==> config.mk <==
export PLATFORM = sky130hd
export DESIGN_NAME = escape_text_unescaper
export DESIGN_NICKNAME = d
export VERILOG_FILES = /design/src/sv/etu_pkg.sv /design/src/sv/escape_text_unescaper.sv
export SDC_FILE = /design/constraint.sdc
export NUM_CORES = 1
export LEC_CHECK = 0
export ABC_CLOCK_PERIOD_IN_PS = 6200
export BUFFER_PORTS_ARGS = -buffer_cell sky130_fd_sc_hd__buf_2
export CAP_MARGIN = 20
export CORE_UTILIZATION = 65
export DETAILED_ROUTE_END_ITERATION = 12
export PLACE_DENSITY = 0.82
export SLEW_MARGIN = 40
export SYNTH_ARGS = -nofsm -noshare
export SYNTH_HDL_FRONTEND = slang
export SYNTH_SLANG_ARGS = --single-unit
==> constraint.sdc <==
create_clock -name clock -period 6.2 [get_ports clock]
set_input_delay 0.62 -clock clock [delete_from_list [all_inputs] [get_ports clock]]
set_output_delay 0.62 -clock clock [all_outputs]
set_load 0.1 [all_outputs]
==> src/sv/etu_pkg.sv <==
// types, constants, decode function and microcode table of the escape text unescaper
package etu_pkg;

   localparam int PEND_DEPTH = 5;
   localparam int WIN_DEPTH  = PEND_DEPTH + 1;
   localparam int MAX_RES    = 6;

   localparam logic [7:0] CH_BS     = 8'h5C;
   localparam logic [7:0] CH_ESC    = 8'h1B;
   localparam logic [7:0] CH_CARET  = 8'h5E;
   localparam logic [7:0] CH_LBRACK = 8'h5B;
   localparam logic [7:0] CH_RBRACK = 8'h5D;
   localparam logic [7:0] CH_LC_E   = 8'h65;
   localparam logic [7:0] CH_UC_E   = 8'h45;
   localparam logic [7:0] CH_LC_S   = 8'h73;
   localparam logic [7:0] CH_LC_C   = 8'h63;
   localparam logic [7:0] CH_LC_X   = 8'h78;
   localparam logic [7:0] CH_UC_X   = 8'h58;
   localparam logic [7:0] CH_LC_U   = 8'h75;
   localparam logic [7:0] CH_UC_U   = 8'h55;
   localparam logic [7:0] CASE_BIT  = 8'h20;

   typedef logic [WIN_DEPTH-1:0][7:0] win_type;
   typedef logic [2:0] len_type;
   typedef logic [2:0] res_idx_type;

   typedef struct packed {
      logic [2:0]      used;
      logic [1:0]      cnt;
      logic [2:0][7:0] bytes;
   } dec_type;

   typedef enum logic [1:0] {
      OP_ACCEPT,
      OP_DECODE,
      OP_EMIT
   } op_type;

   typedef enum logic [1:0] {
      COND_ACCEPT,
      COND_MORE,
      COND_DONE
   } cond_type;

   typedef logic [1:0] step_type;

   localparam step_type STEP_ACCEPT = 2'd0;
   localparam step_type STEP_DECODE = 2'd1;
   localparam step_type STEP_EMIT   = 2'd2;

   typedef struct packed {
      op_type   op;
      cond_type cond;
      step_type on_true;
      step_type on_false;
   } ucode_type;

   function automatic ucode_type ucode_rom(input step_type s);
      ucode_type w;
      case (s)
         STEP_ACCEPT: w = '{OP_ACCEPT, COND_ACCEPT, STEP_DECODE, STEP_ACCEPT};
         STEP_DECODE: w = '{OP_DECODE, COND_MORE, STEP_DECODE, STEP_EMIT};
         STEP_EMIT:   w = '{OP_EMIT, COND_DONE, STEP_ACCEPT, STEP_EMIT};
         default:     w = '{OP_ACCEPT, COND_ACCEPT, STEP_DECODE, STEP_ACCEPT};
      endcase
      return w;
   endfunction

   function automatic logic hex_ok(input logic [7:0] c);
      return c inside {[8'h30:8'h39], [8'h41:8'h46], [8'h61:8'h66]};
   endfunction

   function automatic logic [3:0] hex_val(input logic [7:0] c);
      return (c inside {[8'h30:8'h39]}) ? c[3:0] : 4'(c[3:0] + 4'd9);
   endfunction

   function automatic logic oct_ok(input logic [7:0] c);
      return c inside {[8'h30:8'h37]};
   endfunction

   function automatic dec_type give_one(input logic [7:0] v, input logic [2:0] used);
      dec_type r;
      r.used  = used;
      r.cnt   = 2'd1;
      r.bytes = {16'h0000, v};
      return r;
   endfunction

   // decide the form at the front of the window; used of zero means wait
   function automatic dec_type decide(input win_type b, input len_type len, input logic fin);
      dec_type         r;
      dec_type         lit;
      dec_type         hold;
      logic [7:0]      c;
      logic [7:0]      d;
      logic            short;
      logic            bad;
      logic            stop;
      logic            waiting;
      logic [8:0]      oval;
      logic [2:0]      j;
      logic [15:0]     cp;
      c     = b[0];
      d     = b[1];
      lit   = give_one(c, 3'd1);
      hold  = '0;
      short = 1'b0;
      bad   = 1'b0;
      stop  = 1'b0;
      waiting = 1'b0;
      oval  = '0;
      j     = 3'd2;
      cp    = '0;
      r     = lit;
      if (c == CH_BS) begin
         if (len < 3'd2) begin
            r = fin ? lit : hold;
         end else if (d == CH_BS) begin
            r = give_one(CH_BS, 3'd2);
         end else if (d inside {CH_LC_E, CH_UC_E}) begin
            r = give_one(CH_ESC, 3'd2);
         end else if (d inside {CH_LC_X, CH_UC_X}) begin
            for (int k = 2; k < 4; k++) begin
               if (!short && !bad) begin
                  if (3'(k) >= len) short = 1'b1;
                  else if (!hex_ok(b[k])) bad = 1'b1;
               end
            end
            if (short) r = fin ? lit : hold;
            else if (bad) r = lit;
            else r = give_one({hex_val(b[2]), hex_val(b[3])}, 3'd4);
         end else if (d inside {CH_LC_U, CH_UC_U}) begin
            for (int k = 2; k < 6; k++) begin
               if (!short && !bad) begin
                  if (3'(k) >= len) short = 1'b1;
                  else if (!hex_ok(b[k])) bad = 1'b1;
               end
            end
            cp = {hex_val(b[2]), hex_val(b[3]), hex_val(b[4]), hex_val(b[5])};
            if (short) begin
               r = fin ? lit : hold;
            end else if (bad) begin
               r = lit;
            end else if (cp <= 16'h007F) begin
               r = give_one(cp[7:0], 3'd6);
            end else if (cp <= 16'h07FF) begin
               r.used  = 3'd6;
               r.cnt   = 2'd2;
               r.bytes = {8'h00, 8'h80 | {2'b00, cp[5:0]}, 8'hC0 | {3'b000, cp[10:6]}};
            end else begin
               r.used  = 3'd6;
               r.cnt   = 2'd3;
               r.bytes = {8'h80 | {2'b00, cp[5:0]}, 8'h80 | {2'b00, cp[11:6]},
                          8'hE0 | {4'h0, cp[15:12]}};
            end
         end else if (oct_ok(d)) begin
            oval = {6'd0, d[2:0]};
            for (int k = 2; k < 4; k++) begin
               if (!stop) begin
                  if (3'(k) >= len) begin
                     waiting = !fin;
                     stop    = 1'b1;
                  end else if (!oct_ok(b[k])) begin
                     stop = 1'b1;
                  end else begin
                     oval = {oval[5:0], b[k][2:0]};
                     j    = 3'(k + 1);
                  end
               end
            end
            r = waiting ? hold : give_one(oval[7:0], j);
         end else begin
            r = lit;
         end
      end else if (c == CH_CARET) begin
         if (len < 3'd2) r = fin ? lit : hold;
         else if (d == CH_LBRACK) r = give_one(CH_ESC, 3'd2);
         else r = lit;
      end else if (c inside {CH_LC_E, CH_UC_E}) begin
         for (int k = 1; k < 4; k++) begin
            if (!short && !bad) begin
               if (3'(k) >= len) short = 1'b1;
               else if (k == 1) bad = (b[1] | CASE_BIT) != CH_LC_S;
               else if (k == 2) bad = (b[2] | CASE_BIT) != CH_LC_C;
               else bad = !(b[3] inside {CH_LBRACK, CH_RBRACK});
            end
         end
         if (short) r = fin ? lit : hold;
         else if (bad) r = lit;
         else r = give_one(CH_ESC, 3'd3);
      end
      return r;
   endfunction

endpackage

==> src/sv/escape_text_unescaper.sv <==
// escape text unescaper top level: microcoded step sequencer over a lookahead window
// steps: accept, then one decode step per decided form, plus one when bytes stay waiting or
//   nothing is decided, then emit, giving out the result bytes in order, held by output stall;
//   the input stalls outside accept, so a new request waits until the results are given out
// reset: synchronous, clears the step counter, pending count, result count and output index;
//   window and result bytes hold anything until written; the input stalls during reset
module escape_text_unescaper
   import etu_pkg::*;
(
   input  logic       clock,
   input  logic       reset,
   input  logic       req_valid,
   output logic       req_stall,
   input  logic [7:0] req_in_byte,
   input  logic       req_end_of_text,
   output logic       rsp_valid,
   input  logic       rsp_stall,
   output logic [7:0] rsp_out_byte,
   output logic       rsp_run_last,
   output logic       rsp_text_last
);

   step_type                  pc_ff, pc_in;
   win_type                   win_ff, win_in;
   len_type                   len_ff, len_in;
   logic                      fin_ff, fin_in;
   logic [MAX_RES-1:0][7:0]   res_ff, res_in;
   res_idx_type               res_cnt_ff, res_cnt_in;
   res_idx_type               out_idx_ff, out_idx_in;

   ucode_type                 uw;
   dec_type                   dec;
   logic                      cond;
   logic                      req_acc;
   logic                      rsp_acc;
   logic                      is_last;
   logic [3:0]                src;
   res_idx_type               off;

   always_ff @(posedge clock) begin
      if (reset) begin
         pc_ff      <= STEP_ACCEPT;
         len_ff     <= '0;
         res_cnt_ff <= '0;
         out_idx_ff <= '0;
      end else begin
         pc_ff      <= pc_in;
         len_ff     <= len_in;
         res_cnt_ff <= res_cnt_in;
         out_idx_ff <= out_idx_in;
      end
      win_ff <= win_in;
      fin_ff <= fin_in;
      res_ff <= res_in;
   end

   assign uw  = ucode_rom(pc_ff);
   assign dec = decide(win_ff, len_ff, fin_ff);

   assign req_stall     = reset || (uw.op != OP_ACCEPT);
   assign rsp_valid     = (uw.op == OP_EMIT) && (res_cnt_ff != '0);
   assign rsp_out_byte  = res_ff[out_idx_ff];
   assign is_last       = (out_idx_ff == 3'(res_cnt_ff - 3'd1));
   assign rsp_run_last  = is_last;
   assign rsp_text_last = is_last && fin_ff;
   assign req_acc       = req_valid && !req_stall;
   assign rsp_acc       = rsp_valid && !rsp_stall;

   always_comb begin
      win_in     = win_ff;
      len_in     = len_ff;
      fin_in     = fin_ff;
      res_in     = res_ff;
      res_cnt_in = res_cnt_ff;
      out_idx_in = out_idx_ff;
      src        = '0;
      off        = '0;
      case (uw.cond)
         COND_ACCEPT: cond = req_acc;
         COND_MORE:   cond = (dec.used != '0) && (dec.used != len_ff);
         COND_DONE:   cond = (res_cnt_ff == '0) || (rsp_acc && is_last);
         default:     cond = 1'b0;
      endcase
      case (uw.op)
         OP_ACCEPT: begin
            if (req_acc) begin
               for (int i = 0; i < WIN_DEPTH; i++) begin
                  if (3'(i) == len_ff) win_in[i] = req_in_byte;
               end
               len_in     = 3'(len_ff + 3'd1);
               fin_in     = req_end_of_text;
               res_cnt_in = '0;
               out_idx_in = '0;
            end
         end
         OP_DECODE: begin
            if (dec.used != '0) begin
               for (int i = 0; i < WIN_DEPTH; i++) begin
                  src = 4'(i) + {1'b0, dec.used};
                  if (src < 4'(WIN_DEPTH)) win_in[i] = win_ff[src[2:0]];
               end
               len_in = 3'(len_ff - dec.used);
               for (int i = 0; i < MAX_RES; i++) begin
                  off = 3'(3'(i) - res_cnt_ff);
                  if ((3'(i) >= res_cnt_ff) && (off < {1'b0, dec.cnt})) begin
                     res_in[i] = dec.bytes[off[1:0]];
                  end
               end
               res_cnt_in = 3'(res_cnt_ff + {1'b0, dec.cnt});
            end
         end
         OP_EMIT: begin
            if (rsp_acc) out_idx_in = 3'(out_idx_ff + 3'd1);
            if (cond) begin
               res_cnt_in = '0;
               out_idx_in = '0;
            end
         end
         default: begin
            out_idx_in = out_idx_ff;
         end
      endcase
      pc_in = cond ? uw.on_true : uw.on_false;
   end

endmodule
==> impl_results.md <==
- Status: complete, no violations
- Final Wtd Congestion: 1.046
- Synth Instances: 1125
- Synth Area in XOR/XNOR: 1.433%
- Worst skew pair latency: 380 ps
- CP startpoint kind: flop
- Leakage: 3.820 nW
- Initial core utilization: 67.05%
- Synth Area in Compound Gates: 26.13%
- Reg-to-Reg Start: win_ff[24]
- Multiplexer share of the synthesized area: 8.532%
- Crit path arrival time: 5290 ps
- Core area: 14590 µm²
- Post-synth top area share: 29.78%
- Main combinational cell family by area after synthesis: compound AO/OA/AOI/OAI gates
- Hold path startpoint: req_end_of_text
- Final setup viols: 0
- Setup slack, reg-to-reg: 1060 ps
- Pre-CTS setup slack: 1239 ps
- Switch Pwr: 2.091 mW
- Initial DRC count: 1564
- FF-to-FF End: win_ff[24]
- Synth Warn #: 0
- Critical Path RT: 6350 ps
- Num CTS Buffers: 9
- Register area share after synthesis: 32.03%
- Sw frac: 51.43%
- Worst Tran Pin Value: 898.8 ps
- Final Hold Viols: 0
- Post-synth top area cell: edfxtp_1
- Drt drc: 0
- Synth area leaders: edfxtp_1 30%, ha_1 6.1%, nand2_1 5.5%, mux2i_1 4.5%, nor2_1 3.9%
- Clk pwr share: 15.5%
- Die Width: 124.7 µm
- Overall routed net length: 36630 µm
- Fillers: 1170
- Area share of fa/ha/maj cells after synthesis: 6.344%
- Worst R2R Path Depth: 15
- Vias in the first global route: 9216
- Main synth FF type: edfxtp_1
- DRT Pass-1 Iters: 6
- Most common cell after layout, fill and taps aside: nand2_1
- Post-DP HPWL: 26880 µm
- Avg Cell Area, Syn: 8.695 µm²
- Synth-to-layout area growth: 5.986%
- Async SR Flop Fraction: 0%
- Clock sink count: 108
- Synth Register Bits: 108
- Die ar.: 15540 µm²
- CTS tree: yes
- Slew headroom: 39.53%
- Worst Hold End: fin_ff
- IO Port Bufs: 24
- Period utilization: 82.96%
- Cts hold-fix bufs: 0
- Die Y: 124.7 µm
- Crit. End Element: flop
- Fin crit period: 5143 ps
- Clk root buf: clkbuf_16
- Largest net degree at the start of global routing: 41
- Most frequent cells in the layout: 143 x nand2_1, 100 x nor2_1, 97 x edfxtp_1
- Final setup margin: 1057 ps
- Slew Viols, Final: 0
- Synth Area in Simple Gates: 20.35%
- VDD IR max: 0.0003055 V
- EDFF count, synth: 97
- Setup TNS: 0 ps
- H-tree level count: 3
- Row count: 44
- CTS resizes: 0
- Via count of the routed design: 9913
- Syn_nets: 1187
- Critical path type: flop to flop
- Max-Cap Viols: 0
- N_diodes: 0
- Initial antenna violation count: 0
- Multi-input gate area: 6192 µm²
- CP Max Fanout: 12
- Storage cell area: 3133 µm²
- Netlist cell types: 97
- GR Util All Layers: 47.34%
- Pwr/cell area: 392.2 nW/µm²
- F_max: 194.4 MHz
- Mapped Area: 9782 µm²
- CTS Buffer Depth: 2
- Gate power share: 50.0%
- Postcts setup bufs: 0
- Proportion of layout cells with a drive suffix above 1: 11.89%
- Ports: 25
- Clock transition at path regs: 100 ps
- Min-delay worst type: input pin to flop
- Pint: 1.975 mW
- Design Power: 4.066 mW
- Sequential power share: 34.4%
- Gr ovfl total: 0
- Nets: 1176
- Post-Route Skew: 18.34 ps
- Post-route ant nets: 0
- Hold Path Cell Cnt: 1
- Vias per inst: 7.608
- RSZ-0062 raised after global routing: false
- Routed len/inst: 28.11 µm
- First-pass GRT wire length: 55060 µm
## cells in the mapped netlist (8+ instances only)
cell type,n
a211oi_1,17
a21o_1,22
a21oi_1,63
a221oi_1,15
a31oi_1,28
and2_1,8
and3_1,9
buf_2,17
clkbuf_1,43
dfxtp_1,11
edfxtp_1,97
ha_1,48
inv_1,48
mux2_2,9
mux2i_1,44
mux4_2,13
nand2_1,143
nand2b_1,10
nand3_1,36
nor2_1,101
nor2b_1,15
nor3_1,20
nor3b_1,9
o211ai_1,15
o21ai_0,48
o21bai_1,8
o221ai_1,27
o22ai_1,29
o31ai_1,10
or3_1,8
xnor2_1,15
## worst max path at each step
stage | startpoint | end | slack [ps] | depth (start not counted)
2_1_floorplan | res_cnt_ff[0] | rsp_text_last | 690 | 8
3_5_place_dp | len_ff[1] | win_ff[24] | 1240 | 15
4_1_cts | len_ff[1] | win_ff[24] | 1220 | 15
5_1_grt | len_ff[1] | win_ff[40] | 860 | 14
3_3_place_gp | win_ff[24] | win_ff[13] | 1090 | 13
6_report | win_ff[24] | win_ff[24] | 1060 | 15
## sequential cells by signal, summed over array words and instances (netlist names)
signal and flops:
out_idx_ff 3, len_ff 3, res_cnt_ff 3, res_ff 48, win_ff 48, fin_ff 1
pc_ff 2
## per-stage QoR
stage	hold WS, ps	utilization, %	cell area, µm²	instances
after floorplan	589.1	-	9782	1125
after global placement	656.2	68.63	10010	1287
after detailed placement	690.5	68.83	10040	1287
after CTS	423.8	70.97	10350	1303
after global routing	420.6	71.06	10370	1303
final	422.7	71.06	10370	1303
## metal layers
layer	up-vias	GRT usage (%)	routed length, µm
met4	0	31.04	2975
met2	849	73.25	15890
met3	260	13.62	4978
met1	4532	57.52	12780
met5	-	0	0
li1	4272	-	-
## worst max-delay path, cell delays in order (launching register included)
cell and delay [ps]:
edfxtp_1 540, inv_1 280, ha_1 270, inv_1 60
o311ai_1 540, o211ai_1 280, o211a_1 300, a41o_1 360
a211oi_4 540, ha_1 550, buf_4 280, inv_1 100
nand2_1 280, o31ai_1 130, a31o_2 250, a21o_1 160
## cell type report
cell class                      count  area share (%)
Clock inverter                      7          0.8327
Inverter                           51           1.859
Timing Repair Buffer               49           2.969
Sequential cell                   108           30.22
Clock buffer                        9           2.172
Tap cell                          184           2.221
Multi-Input combinational cell    895           59.73
## power groups by stage
| stage | logic, mW | clock network (mW) | registers [mW] |
|---|---|---|---|
| final | 2.03 | 0.631 | 1.40 |
| after global routing | 2.14 | 0.639 | 1.40 |
| after CTS | 1.93 | 0.615 | 1.36 |
| after detailed placement | 1.92 | 0 | 1.37 |
| after global placement | 1.89 | 0 | 1.36 |
| after floorplan | 1.47 | 0 | 1.15 |
## kinds of logic (layout without fill, tap and decap cells)
group                    Yosys count  in the layout
AND/OR/NAND/NOR                  409            409
AO/OA/AOI/OAI                    355            355
buffers and inverters            122            116
flip-flops                       108            108
multiplexers                      66             66
adder cells (fa/ha/maj)           49             49
XOR/XNOR                          16             16
(Power assumes the default switching activity.)
